<file path="config.mk">
export PLATFORM = sky130hd
export DESIGN_NAME = transfer_chunk_planner_flat
export DESIGN_NICKNAME = d
export VERILOG_FILES = /design/src/rtl/tcp_pkg.sv /design/src/rtl/tcp_if.sv /design/src/rtl/tcp_apb.sv /design/src/rtl/tcp_alu.sv /design/src/rtl/transfer_chunk_planner.sv /design/src/flat_wrapper.sv
export SDC_FILE = /design/constraint.sdc
export NUM_CORES = 2
export LEC_CHECK = 0
export ABC_AREA = 1
export BUFFER_PORTS_ARGS = -buffer_cell sky130_fd_sc_hd__buf_2
export CORE_UTILIZATION = 25
export CTS_CLUSTER_SIZE = 10
export DETAILED_ROUTE_END_ITERATION = 10
export PLACE_DENSITY = 0.52
export SETUP_SLACK_MARGIN = 0.05
export SLEW_MARGIN = 10
export SYNTH_ARGS = -nofsm -noshare
export SYNTH_HDL_FRONTEND = slang
export SYNTH_SLANG_ARGS = --single-unit
</file>
<file path="constraint.sdc">
create_clock -name clk -period 23.4 [get_ports clk]
set_clock_uncertainty 0.1 [all_clocks]
set_input_delay 1.17 -clock clk [delete_from_list [all_inputs] [get_ports clk]]
set_output_delay 1.17 -clock clk [all_outputs]
set_load 0.01 [all_outputs]
</file>
<file path="src/rtl/tcp_pkg.sv">
// Shared types and constants for the transfer chunk planner.
`default_nettype none

package tcp_pkg;

  localparam int SIZE_W  = 40;
  localparam int CHUNK_W = 32;
  localparam int IDX_W   = 32;
  localparam int OFF_W   = 64;
  localparam int PROD_W  = SIZE_W + CHUNK_W;
  localparam int ADDR_W  = 4;
  localparam int PDATA_W = 64;

  localparam int DIV_STEPS = SIZE_W;
  localparam int MUL_STEPS = CHUNK_W;
  localparam int CNT_W     = 6;

  localparam logic REG_FILE_SIZE  = 1'b0;
  localparam logic REG_CHUNK_SIZE = 1'b1;

  typedef enum logic [2:0] {
    MODE_START   = 3'd0,
    MODE_ADVANCE = 3'd1,
    MODE_CANCEL  = 3'd2,
    MODE_FAIL    = 3'd3,
    MODE_RESET   = 3'd4,
    MODE_QUERY   = 3'd5
  } mode_t;

  typedef enum logic [2:0] {
    ST_IDLE      = 3'd0,
    ST_READING   = 3'd1,
    ST_DONE      = 3'd2,
    ST_CANCELLED = 3'd3,
    ST_FAILED    = 3'd4
  } status_t;

  typedef enum logic {
    OP_MUL = 1'b0,
    OP_DIV = 1'b1
  } alu_op_t;

  typedef enum logic [3:0] {
    S_IDLE,
    S_CMD,
    S_DIV,
    S_CHK,
    S_MUL_B,
    S_LEN_B,
    S_SUM_B,
    S_MUL_Q,
    S_LEN_Q
  } seq_state_t;

  typedef struct packed {
    logic                start;
    alu_op_t             op;
    logic [SIZE_W-1:0]   a;
    logic [CHUNK_W-1:0]  b;
  } alu_req_t;

  typedef struct packed {
    logic                done;
    logic [PROD_W-1:0]   prod;
    logic [SIZE_W-1:0]   quot;
    logic [CHUNK_W-1:0]  rem;
  } alu_rsp_t;

endpackage

`default_nettype wire

</file>
<file path="src/rtl/tcp_if.sv">
// Valid/ready channel interfaces for commands and results.
`default_nettype none

interface tcp_cmd_if;
  logic        valid;
  logic        ready;
  logic [2:0]  mode;
  logic [31:0] chunk_index;

  modport source (output valid, mode, chunk_index, input ready);
  modport sink   (input valid, mode, chunk_index, output ready);
endinterface

interface tcp_res_if;
  logic        valid;
  logic        ready;
  logic [39:0] total_chunks;
  logic [63:0] chunk_offset;
  logic [31:0] chunk_length;
  logic        chunk_is_last;
  logic        index_valid;
  logic [39:0] chunks_done;
  logic [63:0] bytes_done;
  logic [2:0]  status;

  modport source (output valid, total_chunks, chunk_offset, chunk_length, chunk_is_last,
                  index_valid, chunks_done, bytes_done, status, input ready);
  modport sink   (input valid, total_chunks, chunk_offset, chunk_length, chunk_is_last,
                  index_valid, chunks_done, bytes_done, status, output ready);
endinterface

`default_nettype wire

</file>
<file path="src/rtl/tcp_apb.sv">
// APB configuration registers: file size and chunk size.
`default_nettype none

module tcp_apb (
  input  wire logic                         clk,
  input  wire logic                         rst,
  input  wire logic                         psel,
  input  wire logic                         penable,
  input  wire logic                         pwrite,
  input  wire logic [tcp_pkg::ADDR_W-1:0]   paddr,
  input  wire logic [tcp_pkg::PDATA_W-1:0]  pwdata,
  output logic      [tcp_pkg::PDATA_W-1:0]  prdata,
  output logic                              pready,
  output logic      [tcp_pkg::SIZE_W-1:0]   file_size,
  output logic      [tcp_pkg::CHUNK_W-1:0]  chunk_size
);

  logic reg_sel;
  logic wr_en;

  // 8-byte register stride; only bit 3 selects
  assign reg_sel = paddr[3];
  assign wr_en   = psel & penable & pwrite;
  assign pready  = 1'b1;

  always_ff @(posedge clk) begin
    if (rst) begin
      file_size  <= '0;
      chunk_size <= '0;
    end else if (wr_en) begin
      unique case (reg_sel)
        tcp_pkg::REG_FILE_SIZE:  file_size  <= pwdata[tcp_pkg::SIZE_W-1:0];
        tcp_pkg::REG_CHUNK_SIZE: chunk_size <= pwdata[tcp_pkg::CHUNK_W-1:0];
        default: ;
      endcase
    end
  end

  always_comb begin
    unique case (reg_sel)
      tcp_pkg::REG_FILE_SIZE:
        prdata = {{(tcp_pkg::PDATA_W-tcp_pkg::SIZE_W){1'b0}}, file_size};
      tcp_pkg::REG_CHUNK_SIZE:
        prdata = {{(tcp_pkg::PDATA_W-tcp_pkg::CHUNK_W){1'b0}}, chunk_size};
      default: prdata = '0;
    endcase
  end

endmodule

`default_nettype wire

</file>
<file path="src/rtl/tcp_alu.sv">
// Shared iterative unit: shift-add multiply and restoring divide on one adder.
`default_nettype none

module tcp_alu (
  input  wire logic              clk,
  input  wire logic              rst,
  input  wire tcp_pkg::alu_req_t req,
  output tcp_pkg::alu_rsp_t      rsp
);

  logic                          busy;
  logic                          done;
  tcp_pkg::alu_op_t              op_r;
  logic [tcp_pkg::SIZE_W-1:0]    a_r;
  logic [tcp_pkg::CHUNK_W-1:0]   b_r;
  logic [tcp_pkg::PROD_W-1:0]    acc;
  logic [tcp_pkg::SIZE_W-1:0]    qr;
  logic [tcp_pkg::CNT_W-1:0]     count;

  logic [tcp_pkg::CHUNK_W:0]     rem_sh;
  logic [tcp_pkg::PROD_W-1:0]    opx;
  logic [tcp_pkg::PROD_W-1:0]    opy;
  logic [tcp_pkg::PROD_W-1:0]    sum;
  logic                          fits;

  assign rem_sh = {acc[tcp_pkg::CHUNK_W-1:0], qr[tcp_pkg::SIZE_W-1]};

  always_comb begin
    if (op_r == tcp_pkg::OP_MUL) begin
      opx = {acc[tcp_pkg::PROD_W-2:0], 1'b0};
      opy = qr[tcp_pkg::SIZE_W-1] ?
            {{(tcp_pkg::PROD_W-tcp_pkg::SIZE_W){1'b0}}, a_r} : '0;
      sum = opx + opy;
    end else begin
      opx = {{(tcp_pkg::PROD_W-tcp_pkg::CHUNK_W-1){1'b0}}, rem_sh};
      opy = ~{{(tcp_pkg::PROD_W-tcp_pkg::CHUNK_W){1'b0}}, b_r};
      sum = opx + opy + {{(tcp_pkg::PROD_W-1){1'b0}}, 1'b1};
    end
  end

  assign fits = ~sum[tcp_pkg::PROD_W-1];

  always_ff @(posedge clk) begin
    if (rst) begin
      busy <= 1'b0;
      done <= 1'b0;
    end else begin
      done <= 1'b0;
      if (req.start) begin
        busy <= 1'b1;
      end else if (busy && count == '0) begin
        busy <= 1'b0;
        done <= 1'b1;
      end
    end
  end

  always_ff @(posedge clk) begin
    if (req.start) begin
      op_r <= req.op;
      a_r  <= req.a;
      b_r  <= req.b;
      acc  <= '0;
      if (req.op == tcp_pkg::OP_DIV) begin
        qr    <= req.a;
        count <= tcp_pkg::CNT_W'(tcp_pkg::DIV_STEPS - 1);
      end else begin
        qr    <= {req.b, {(tcp_pkg::SIZE_W-tcp_pkg::CHUNK_W){1'b0}}};
        count <= tcp_pkg::CNT_W'(tcp_pkg::MUL_STEPS - 1);
      end
    end else if (busy) begin
      count <= count - 1'b1;
      if (op_r == tcp_pkg::OP_MUL) begin
        acc <= sum;
        qr  <= {qr[tcp_pkg::SIZE_W-2:0], 1'b0};
      end else begin
        acc <= fits ? sum : {{(tcp_pkg::PROD_W-tcp_pkg::CHUNK_W-1){1'b0}}, rem_sh};
        qr  <= {qr[tcp_pkg::SIZE_W-2:0], fits};
      end
    end
  end

  assign rsp.done = done;
  assign rsp.prod = acc;
  assign rsp.quot = qr;
  assign rsp.rem  = acc[tcp_pkg::CHUNK_W-1:0];

endmodule

`default_nettype wire

</file>
<file path="src/rtl/transfer_chunk_planner.sv">
// Top level: command sequencer around the shared multiply/divide unit.
//
//   channel  dir  handshake        payload
//   cmd      in   valid/ready      mode, chunk_index
//   res      out  valid/ready      total_chunks .. status
//   apb      in   psel/penable     file_size (0x0), chunk_size (0x8)
//
// One command at a time; cmd.ready is high only while the sequencer is idle.
// Nothing sent, or done: res.valid after one 32-step multiply for the offset.
// Chunks sent and not done, in any mode: a second multiply first, for bytes_done.
// Start with both sizes non-zero adds the 40-step divide before these.
// Next accept in the cycle after the result registers; a stalled result holds the sequencer.
// Reset clears the progress state, the config and res.valid.
`default_nettype none

module transfer_chunk_planner (
  input  wire logic                         clk,
  input  wire logic                         rst,
  input  wire logic                         psel,
  input  wire logic                         penable,
  input  wire logic                         pwrite,
  input  wire logic [tcp_pkg::ADDR_W-1:0]   paddr,
  input  wire logic [tcp_pkg::PDATA_W-1:0]  pwdata,
  output logic      [tcp_pkg::PDATA_W-1:0]  prdata,
  output logic                              pready,
  tcp_cmd_if.sink                           cmd,
  tcp_res_if.source                         res
);

  localparam int SW = tcp_pkg::SIZE_W;
  localparam int CW = tcp_pkg::CHUNK_W;
  localparam int OW = tcp_pkg::OFF_W;
  localparam int PW = tcp_pkg::PROD_W;

  logic [SW-1:0]          file_size;
  logic [CW-1:0]          chunk_size;

  tcp_pkg::seq_state_t    state, state_next;
  tcp_pkg::alu_req_t      alu_req;
  tcp_pkg::alu_rsp_t      alu_rsp;

  logic [2:0]             mode_r;
  logic [tcp_pkg::IDX_W-1:0] idx_r;
  logic [SW-1:0]          latched_size;
  logic [SW-1:0]          chunk_total;
  logic [SW-1:0]          current_chunk;
  logic [SW-1:0]          sent_count;
  tcp_pkg::status_t       upload_status;
  logic [OW-1:0]          off_r;
  logic [CW-1:0]          len_r;
  logic [OW-1:0]          bytes_r;

  logic                   out_valid;
  logic [SW-1:0]          out_total;
  logic [OW-1:0]          out_offset;
  logic [CW-1:0]          out_length;
  logic                   out_last;
  logic                   out_index_valid;
  logic [SW-1:0]          out_done;
  logic [OW-1:0]          out_bytes;
  tcp_pkg::status_t       out_status;

  logic [SW-1:0]          cc_inc;
  logic [OW-1:0]          rem_full;
  logic                   is_short;
  logic [CW-1:0]          len_calc;
  logic                   valid_b;
  logic                   valid_q;
  logic [OW:0]            bytes_sum;
  logic                   emit;

  tcp_apb u_apb (
    .clk        (clk),
    .rst        (rst),
    .psel       (psel),
    .penable    (penable),
    .pwrite     (pwrite),
    .paddr      (paddr),
    .pwdata     (pwdata),
    .prdata     (prdata),
    .pready     (pready),
    .file_size  (file_size),
    .chunk_size (chunk_size)
  );

  tcp_alu u_alu (
    .clk (clk),
    .rst (rst),
    .req (alu_req),
    .rsp (alu_rsp)
  );

  // chunk length from the offset currently held in off_r
  assign rem_full  = (off_r < {{(OW-SW){1'b0}}, latched_size}) ?
                     {{(OW-SW){1'b0}}, latched_size} - off_r : '0;
  assign is_short  = rem_full < {{(OW-CW){1'b0}}, chunk_size};
  assign len_calc  = is_short ? rem_full[CW-1:0] : chunk_size;
  assign valid_b   = (sent_count - 1'b1) < chunk_total;
  assign valid_q   = {{(SW-tcp_pkg::IDX_W){1'b0}}, idx_r} < chunk_total;
  assign bytes_sum = {1'b0, off_r} + {{(OW-CW+1){1'b0}}, len_r};
  assign cc_inc    = (current_chunk == '1) ? current_chunk : current_chunk + 1'b1;
  assign emit      = (state == tcp_pkg::S_LEN_Q) && (!out_valid || res.ready);

  always_ff @(posedge clk) begin
    if (rst) begin
      state <= tcp_pkg::S_IDLE;
    end else begin
      state <= state_next;
    end
  end

  always_comb begin
    state_next    = state;
    alu_req.start = 1'b0;
    alu_req.op    = tcp_pkg::OP_MUL;
    alu_req.a     = {{(SW-tcp_pkg::IDX_W){1'b0}}, idx_r};
    alu_req.b     = chunk_size;
    unique case (state)
      tcp_pkg::S_IDLE: begin
        if (cmd.valid) state_next = tcp_pkg::S_CMD;
      end
      tcp_pkg::S_CMD: begin
        if (mode_r == tcp_pkg::MODE_START && file_size != '0 && chunk_size != '0) begin
          alu_req.start = 1'b1;
          alu_req.op    = tcp_pkg::OP_DIV;
          alu_req.a     = file_size;
          state_next    = tcp_pkg::S_DIV;
        end else begin
          state_next = tcp_pkg::S_CHK;
        end
      end
      tcp_pkg::S_DIV: begin
        if (alu_rsp.done) state_next = tcp_pkg::S_CHK;
      end
      tcp_pkg::S_CHK: begin
        alu_req.start = 1'b1;
        if (sent_count != '0 && upload_status != tcp_pkg::ST_DONE) begin
          alu_req.a  = sent_count - 1'b1;
          state_next = tcp_pkg::S_MUL_B;
        end else begin
          state_next = tcp_pkg::S_MUL_Q;
        end
      end
      tcp_pkg::S_MUL_B: begin
        if (alu_rsp.done) state_next = tcp_pkg::S_LEN_B;
      end
      tcp_pkg::S_LEN_B: state_next = tcp_pkg::S_SUM_B;
      tcp_pkg::S_SUM_B: begin
        alu_req.start = 1'b1;
        state_next    = tcp_pkg::S_MUL_Q;
      end
      tcp_pkg::S_MUL_Q: begin
        if (alu_rsp.done) state_next = tcp_pkg::S_LEN_Q;
      end
      tcp_pkg::S_LEN_Q: begin
        if (emit) state_next = tcp_pkg::S_IDLE;
      end
      default: state_next = tcp_pkg::S_IDLE;
    endcase
  end

  assign cmd.ready = (state == tcp_pkg::S_IDLE);

  // progress state
  always_ff @(posedge clk) begin
    if (rst) begin
      latched_size  <= '0;
      chunk_total   <= '0;
      current_chunk <= '0;
      sent_count    <= '0;
      upload_status <= tcp_pkg::ST_IDLE;
    end else if (state == tcp_pkg::S_CMD) begin
      case (mode_r)
        tcp_pkg::MODE_START: begin
          latched_size <= file_size;
          if (file_size == '0 || chunk_size == '0) chunk_total <= '0;
        end
        tcp_pkg::MODE_ADVANCE: begin
          if (sent_count != '1) sent_count <= sent_count + 1'b1;
          current_chunk <= cc_inc;
          upload_status <= (cc_inc >= chunk_total) ? tcp_pkg::ST_DONE : tcp_pkg::ST_READING;
        end
        tcp_pkg::MODE_CANCEL: upload_status <= tcp_pkg::ST_CANCELLED;
        tcp_pkg::MODE_FAIL:   upload_status <= tcp_pkg::ST_FAILED;
        tcp_pkg::MODE_RESET: begin
          latched_size  <= '0;
          chunk_total   <= '0;
          current_chunk <= '0;
          sent_count    <= '0;
          upload_status <= tcp_pkg::ST_IDLE;
        end
        default: ;
      endcase
    end else if (state == tcp_pkg::S_DIV && alu_rsp.done) begin
      chunk_total   <= alu_rsp.quot + {{(SW-1){1'b0}}, (alu_rsp.rem != '0)};
      current_chunk <= '0;
      sent_count    <= '0;
      upload_status <= tcp_pkg::ST_IDLE;
    end
  end

  // datapath registers
  always_ff @(posedge clk) begin
    if (state == tcp_pkg::S_IDLE && cmd.valid) begin
      mode_r <= cmd.mode;
      idx_r  <= cmd.chunk_index;
    end
    if (state == tcp_pkg::S_CHK) begin
      bytes_r <= (sent_count == '0) ? '0 : {{(OW-SW){1'b0}}, latched_size};
    end
    if (state == tcp_pkg::S_MUL_B && alu_rsp.done) begin
      off_r <= (alu_rsp.prod[PW-1:OW] != '0) ? '1 : alu_rsp.prod[OW-1:0];
    end
    if (state == tcp_pkg::S_LEN_B) begin
      len_r <= valid_b ? len_calc : '0;
    end
    if (state == tcp_pkg::S_SUM_B) begin
      bytes_r <= bytes_sum[OW] ? '1 : bytes_sum[OW-1:0];
    end
    if (state == tcp_pkg::S_MUL_Q && alu_rsp.done) begin
      off_r <= alu_rsp.prod[OW-1:0];
    end
    if (emit) begin
      out_total       <= chunk_total;
      out_offset      <= off_r;
      out_length      <= valid_q ? len_calc : '0;
      out_last        <= valid_q & is_short;
      out_index_valid <= valid_q;
      out_done        <= sent_count;
      out_bytes       <= bytes_r;
      out_status      <= upload_status;
    end
  end

  always_ff @(posedge clk) begin
    if (rst) begin
      out_valid <= 1'b0;
    end else if (emit) begin
      out_valid <= 1'b1;
    end else if (res.ready) begin
      out_valid <= 1'b0;
    end
  end

  assign res.valid         = out_valid;
  assign res.total_chunks  = out_total;
  assign res.chunk_offset  = out_offset;
  assign res.chunk_length  = out_length;
  assign res.chunk_is_last = out_last;
  assign res.index_valid   = out_index_valid;
  assign res.chunks_done   = out_done;
  assign res.bytes_done    = out_bytes;
  assign res.status        = out_status;

  a_alu_start_state: assert property (@(posedge clk) disable iff (rst)
    alu_req.start |-> (state == tcp_pkg::S_CMD || state == tcp_pkg::S_CHK ||
                       state == tcp_pkg::S_SUM_B))
    else $error("shared unit started outside a launch state");

  a_alu_done_state: assert property (@(posedge clk) disable iff (rst)
    alu_rsp.done |-> (state == tcp_pkg::S_DIV || state == tcp_pkg::S_MUL_B ||
                      state == tcp_pkg::S_MUL_Q))
    else $error("shared unit finished while sequencer not waiting");

  a_advance_count: assert property (@(posedge clk) disable iff (rst)
    (state == tcp_pkg::S_CMD && mode_r == tcp_pkg::MODE_ADVANCE && sent_count != '1)
    |=> sent_count == $past(sent_count) + 1'b1)
    else $error("advance did not step the sent count");

  a_emit_no_overwrite: assert property (@(posedge clk) disable iff (rst)
    (out_valid && !res.ready) |=> (out_valid && $stable(out_bytes)))
    else $error("pending result overwritten");

endmodule

`default_nettype wire

</file>
<file path="src/flat_wrapper.sv">
// flat-port wrapper written by rule: the top's interface ports become plain ports
module transfer_chunk_planner_flat 
  (clk, rst, psel, penable, pwrite, paddr, pwdata, prdata, pready, cmd_valid, cmd_mode, cmd_chunk_index, cmd_ready, res_valid, res_total_chunks, res_chunk_offset, res_chunk_length, res_chunk_is_last, res_index_valid, res_chunks_done, res_bytes_done, res_status, res_ready);
  tcp_cmd_if cmd_i ();
  tcp_res_if res_i ();
  input  wire logic clk;
  input  wire logic rst;
  input  wire logic psel;
  input  wire logic penable;
  input  wire logic pwrite;
  input  wire logic [tcp_pkg::ADDR_W-1:0] paddr;
  input  wire logic [tcp_pkg::PDATA_W-1:0] pwdata;
  output logic      [tcp_pkg::PDATA_W-1:0] prdata;
  output logic pready;
  input wire logic [$bits(cmd_i.valid)-1:0] cmd_valid;
  input wire logic [$bits(cmd_i.mode)-1:0] cmd_mode;
  input wire logic [$bits(cmd_i.chunk_index)-1:0] cmd_chunk_index;
  output wire logic [$bits(cmd_i.ready)-1:0] cmd_ready;
  output wire logic [$bits(res_i.valid)-1:0] res_valid;
  output wire logic [$bits(res_i.total_chunks)-1:0] res_total_chunks;
  output wire logic [$bits(res_i.chunk_offset)-1:0] res_chunk_offset;
  output wire logic [$bits(res_i.chunk_length)-1:0] res_chunk_length;
  output wire logic [$bits(res_i.chunk_is_last)-1:0] res_chunk_is_last;
  output wire logic [$bits(res_i.index_valid)-1:0] res_index_valid;
  output wire logic [$bits(res_i.chunks_done)-1:0] res_chunks_done;
  output wire logic [$bits(res_i.bytes_done)-1:0] res_bytes_done;
  output wire logic [$bits(res_i.status)-1:0] res_status;
  input wire logic [$bits(res_i.ready)-1:0] res_ready;
  assign cmd_i.valid = cmd_valid;
  assign cmd_i.mode = cmd_mode;
  assign cmd_i.chunk_index = cmd_chunk_index;
  assign cmd_ready = cmd_i.ready;
  assign res_valid = res_i.valid;
  assign res_total_chunks = res_i.total_chunks;
  assign res_chunk_offset = res_i.chunk_offset;
  assign res_chunk_length = res_i.chunk_length;
  assign res_chunk_is_last = res_i.chunk_is_last;
  assign res_index_valid = res_i.index_valid;
  assign res_chunks_done = res_i.chunks_done;
  assign res_bytes_done = res_i.bytes_done;
  assign res_status = res_i.status;
  assign res_i.ready = res_ready;
  transfer_chunk_planner u_core (.clk(clk), .rst(rst), .psel(psel), .penable(penable), .pwrite(pwrite), .paddr(paddr), .pwdata(pwdata), .prdata(prdata), .pready(pready), .cmd(cmd_i), .res(res_i));
endmodule
</file>
Word level (Yosys, flattened, before mapping)
Index checks and enable logic that the tools add are counted.
- bits of input ports: 110
- register bits: 873
- output and inout port bits: 312
- $lt $le $gt $ge: 5
- add/subtract/negate cells: 10
- reduce and logical (&&, ||, !) cells: 40
- bitwise logic cells: 6
- muxes and demuxes: 55
- eq/ne operators: 25
- operators by type and width (kind ; count):
    40-bit 2-to-1 mux ; 14
    64-bit 2-to-1 mux ; 7
    40-bit case mux with 2 select lines ; 5
    72-bit 2-to-1 mux ; 2
    64-bit case mux with 2 select lines ; 1
    40-bit by 1-bit adder with 40-bit output, second input constant ; 2
    40-bit logical NOT ; 2
    40-bit nonzero test ; 2
    33-bit by 72-bit adder with 72-bit output ; 1
    72-bit by 1-bit adder with 72-bit output, second input constant ; 1
    72-bit by 40-bit adder with 72-bit output ; 1
    32-bit inverter with 72-bit output ; 1
    71-bit 2-to-1 mux ; 1
    64-bit by 32-bit adder with 65-bit output ; 1
    64-bit by 32-bit less-than comparator with 1-bit output ; 1
    64-bit by 40-bit less-than comparator with 1-bit output ; 1
    32-bit nonzero test ; 2
    40-bit by 64-bit subtractor with 64-bit output ; 1
    42-bit 2-to-1 mux ; 1
    40-bit by 1-bit adder with 40-bit output ; 1
    40-bit == test, second input constant ; 1
    40-bit greater-or-equal comparator ; 1
    32-bit by 40-bit less-than comparator with 1-bit output ; 1
    40-bit less-than comparator ; 1
    other kinds (39) ; 89

Depth between registers and ports, before layout
- word-level depth: 8
- gate-level depth with buffers: 32

By module
A second synthesis with hierarchy kept.
- cell total of the unflattened synthesis: 7237
- area, all modules: 54471.0 µm²
- by module, submodules not included (module ; instances ; area an instance (µm²) ; cells an instance ; sequential area each (µm²)):
    transfer_chunk_planner ; 1 ; 35758.0 ; 4364 ; 16575.9
    tcp_alu ; 1 ; 15009.4 ; 2290 ; 5054.8
    tcp_apb ; 1 ; 3703.6 ; 583 ; 1441.4

Worst setup path before layout
OpenSTA, ideal clock, no wires.
- kind: in2reg
- from: in res_ready
- to: reg u_core.out_bytes[0], in the netlist u_core.res.bytes_done[0], enable pin
- stages on the path: 2
- data required time: 22446 ps
- buffers on the path: 0
- library setup time: 854 ps
- path slack: 11138 ps
- arrival: 11307 ps
- cell sequence: nor2_1 -> nor2_1
- cells in the longest elaborated chain, start to end: 2
- ends and longest elaborated chain (element ; RTL line ; RTL):
    from (decl) ; flat_wrapper.sv:28 ; input wire logic [$bits(res_i.ready)-1:0] res_ready;
    1-bit logical OR ; transfer_chunk_planner.sv:102 ; assign emit = (state == tcp_pkg::S_LEN_Q) && (!out_valid || res.ready);
    1-bit logical AND ; transfer_chunk_planner.sv:102 ;
    named net u_core.emit ; transfer_chunk_planner.sv:70 ; logic emit;
    to (signal assigned) ; transfer_chunk_planner.sv:230 ; out_bytes <= bytes_r;
    to (decl) ; transfer_chunk_planner.sv:60 ; logic [OW-1:0] out_bytes;
The timed path passes the listed nets, and every way through them passes these cells.
A chain may end at the register's enable or synchronous reset.

Final worst setup path
- from: reg u_core.off_r[0]
- to: reg u_core.out_length[31], in the netlist u_core.res.chunk_length[31], data pin
- cells in the longest elaborated chain, start to end: 4
- elaborated cells on any way between the ends: 5
- classes of those cells: 1 x add/sub; 2 x order compare; 2 x mux
- ends and longest elaborated chain (element ; RTL line ; RTL):
    from (decl) ; transfer_chunk_planner.sv:49 ; logic [OW-1:0] off_r;
    from (signal assigned) ; transfer_chunk_planner.sv:212 ; off_r <= (alu_rsp.prod[PW-1:OW] != '0) ? '1 : alu_rsp.prod[OW-1:0];
    from (signal assigned) ; transfer_chunk_planner.sv:221 ; off_r <= alu_rsp.prod[OW-1:0];
    40-bit by 64-bit subtractor with 64-bit output or 64-bit by 40-bit less-than comparator with 1-bit output (tied branches) ; transfer_chunk_planner.sv:95, transfer_chunk_planner.sv:94 ;
    64-bit 2-to-1 mux * ; transfer_chunk_planner.sv:94 ; assign rem_full = (off_r < {{(OW-SW){1'b0}}, latched_size}) ?
    64-bit by 32-bit less-than comparator with 1-bit output ; transfer_chunk_planner.sv:96 ; assign is_short = rem_full < {{(OW-CW){1'b0}}, chunk_size};
    32-bit 2-to-1 mux * ; transfer_chunk_planner.sv:97 ; assign len_calc = is_short ? rem_full[CW-1:0] : chunk_size;
    to (signal assigned) ; transfer_chunk_planner.sv:226 ; out_length <= valid_q ? len_calc : '0;
    to (decl) ; transfer_chunk_planner.sv:56 ; logic [CW-1:0] out_length;
Every way passes the cells marked *; elsewhere a longest branch is shown, timed or not.

==> results.py <==
metrics = {
    "outcome": {
        "status": "completed",
    },
    "clock_network": {
        "clock_path_buffers": 3,
        "cts-resized-gates": 0,
        "cts_tree": "built",
        "cts_max_level": 3,
        "postCtsSetupBuffers": 0,
        "cts-root-buf": "clkbuf_16",
        "path_clk_slew_ns": 0.06,
        "cts_hold_buf": 0,
        "cts_buffers": 107,
        "cts.sinks": 873,
        "worst_skew_pair.late_latency_ns": 0.80,
    },
    "critical_path": {
        "setup.worst_path.start_class": "register",
        "cp_data_required_time_ns": 23.81,
        "cp-endpoint": "u_core.res.chunk_length[31]",
        "timing.rr.end": "u_core.res.chunk_length[31]",
        "reg2reg_setup_slack_ns": 17.04,
        "cp_num_cells": 27,
        "cpMostUsedCell": "nand2_1",
        "crit_buf_inv": 4,
        "crit_slowest_cell": "edfxtp_1",
        "startpoint": "u_core.off_r[0]",
        "cp_slowest_stage_delay_ns": 0.60,
        "critical_path_class": "reg2reg",
        "arrival_ns": 6.77,
        "end_kind": "register",
        "r2r_cells": 27,
        "crit-reg2reg-launch": "u_core.off_r[0]",
        "cp_top_family": "simple AND/OR/NAND/NOR gates",
        "critPathMaxFanout": 33,
    },
    "sta": {
        "worst_pin_slew_ns": 1.21,
        "fin_crit_sh_pct": 27.2,
        "fin_setup_tns_ns": 0,
        "holdWs_ns": 0.314,
        "setup_viol": 0,
        "rsz0062_at_grt": "no",
        "slew_viol_final": 0,
        "slew_headroom_pct": 18.2,
        "hold_viol": 0,
        "fmax_mhz": 157,
        "fin_ws_ns": 17.04,
        "layout_min_cycle_time_ns": 6.36,
    },
    "yosys": {
        "syn_area_um2": 50900,
        "ys_seq_area_share_pct": 45.3,
        "avgSynthCellArea_um2": 8.11,
        "synth_edf_count": 559,
        "ys_ff_latch": 873,
        "ys_async_sr_fraction_pct": 0,
        "synth_common_cells": "1239 x nand2_1, 886 x inv_1, 625 x nor2_1, 561 x a21oi_1, 559 x edfxtp_1",
        "synth_top_area_share_pct": 33.0,
        "yosysMostFrequentCell": "nand2_1",
        "yosys_warnings": 0,
        "synth_top_area_cell": "edfxtp_1",
        "synth.distinct_cells": 74,
        "synth_area_leaders": "edfxtp_1 33%, dfxtp_1 12%, nand2_1 9.1%, ha_1 7.2%, inv_1 6.5%",
        "syn_inst": 6280,
        "synth_flop_cell": "edfxtp_1",
    },
    "finish": {
        "nets": 7024,
        "layout-drive-gt1-share_pct": 9.91,
        "areaGrowthSynthToFinish_pct": 16.2,
        "stdcell_area_um2": 59100,
        "instances_no_fill": 9375,
        "nFillCells": 21900,
    },
    "place": {
        "routabilityCongestion": 0.981,
        "post-dp-hpwl_um": 174000,
        "dp_cells": 9180,
        "placed_area_um2": 55700,
        "numPortBuffers": 369,
        "dpl_worst_slack_ns": 17.09,
    },
    "floorplanning": {
        "rows": 165,
        "die_h_um": 453,
        "core_area_um2": 202000,
        "start_util_pct": 25.2,
        "die_area_um2": 205000,
        "io_pins": 422,
        "chipWidth_um": 453,
    },
    "route": {
        "detailedRoute.firstIterationViolations": 4440,
        "routedWlPerCell_um": 23.2,
        "drc": 0,
        "drt_first_pass_iters": 6,
        "via_per_inst": 4.94,
        "wl_um": 217000,
        "antenna_left": 0,
        "num_vias": 46300,
    },
    "pwr": {
        "p_clk_share_pct": 31.5,
        "pwr-share-seq_pct": 38.5,
        "irDropWorstVdd_mv": 0.0637,
        "internal-power_mw": 3.21,
        "p_comb_share_pct": 30.0,
        "switchingPower_mw": 1.97,
        "switching_share_pct": 38.0,
        "p_per_area_nw_per_um2": 87.7,
        "leakagePower_nw": 23.6,
    },
    "global_routing": {
        "grt.total_usage_pct": 20.5,
        "grt_max_degree": 81,
        "grt_pass1_wl_um": 308000,
        "overflow": 0,
        "grt_pass1_vias": 44400,
        "antenna_found_initial": 24,
    },
    "run": {
        "drv_cap": 0,
    },
    "worst_hold_path": {
        "hold_class": "reg2reg",
    },
}
-- registers in the layout (all words and copies together) (netlist names), 40 cells and up --
name                     cells
u_core.bytes_r              64
u_core.chunk_total          40
u_core.current_chunk        40
u_core.latched_size         40
u_core.off_r                64
u_core.res.bytes_done       64
u_core.res.chunk_offset     64
u_core.res.chunks_done      40
u_core.res.total_chunks     40
u_core.sent_count           40
u_core.u_alu.a_r            40
u_core.u_alu.acc            72
u_core.u_alu.qr             40
u_core.u_apb.file_size      40
-- routing by layer --
metal	vias up	share of wire [%]	routed length [um]	global-route usage (%)
met5	-	0.021	45	0
met2	1589	46	99800	33.4
met4	6	4.6	9970	9.04
met3	317	5.2	11300	2.47
met1	22400	44	96000	27.1
li1	22000	-	-	-
-- layout make-up --
cell class,instances,area (um^2),area share [%]
Timing Repair Buffer,418,2220,3.75
Inverter,903,3390,5.73
Antenna cell,4,10.0,0.0169
Multi-Input combinational cell,4314,23700,40.1
Tap cell,2672,3340,5.65
Clock inverter,27,383,0.647
Clock buffer,164,3020,5.11
Sequential cell,873,23100,39.0
-- per-stage QoR --
stage	power [mW]	utilization, %
after floorplan	2.96	-
after global placement	3.54	27.5
after detailed placement	3.55	27.5
after CTS	5.20	29.2
after global routing	5.44	29.2
final	5.19	29.2
-- kinds of logic after synthesis --
kind of cell             synth area share [%]
adder cells (fa/ha/maj)                  7.36
other                                  0.0147
AND/OR/NAND/NOR                          20.7
buffers and inverters                    8.50
AO/OA/AOI/OAI                            14.9
flip-flops                               45.3
XOR/XNOR                                 3.20
multiplexers                           0.0197
-- worst min-delay path by stage --
stage               cells past startpoint  slack [ns]                   endpoint          startpoint
floorplan                               0        0.30   u_core.res.bytes_done[0]   u_core.bytes_r[0]
detailed placement                      0        0.30  u_core.res.bytes_done[12]  u_core.bytes_r[12]
global route                            0        0.32  u_core.res.bytes_done[39]  u_core.bytes_r[39]
finish                                  0        0.31  u_core.res.bytes_done[55]  u_core.bytes_r[55]
CTS                                     0        0.31  u_core.res.bytes_done[39]  u_core.bytes_r[39]
global placement                        0        0.30  u_core.res.bytes_done[37]  u_core.bytes_r[37]
-- layout by cell type (no fill, tap or decap), types with 134 or more instances in the layout --
cell type  netlist  final
o21ai_0        388    387
buf_2           16    368
dfxtp_1        314    314
nor2_1         625    619
inv_1          886    882
edfxtp_1       559    559
ha_1           293    293
nand3_1        196    196
a21oi_1        561    559
nand2_1       1239   1237
nand4_1        134    134
-- power by group through the flow --
stage	combinational, mW	sequential [mW]	clock, mW
after detailed placement	1.53	2.02	0
after floorplan	1.02	1.94	0
after global routing	1.71	2.01	1.73
after global placement	1.52	2.02	0
after CTS	1.54	1.99	1.67
final	1.56	2.00	1.64
Power figures use the tool's default switching activity.
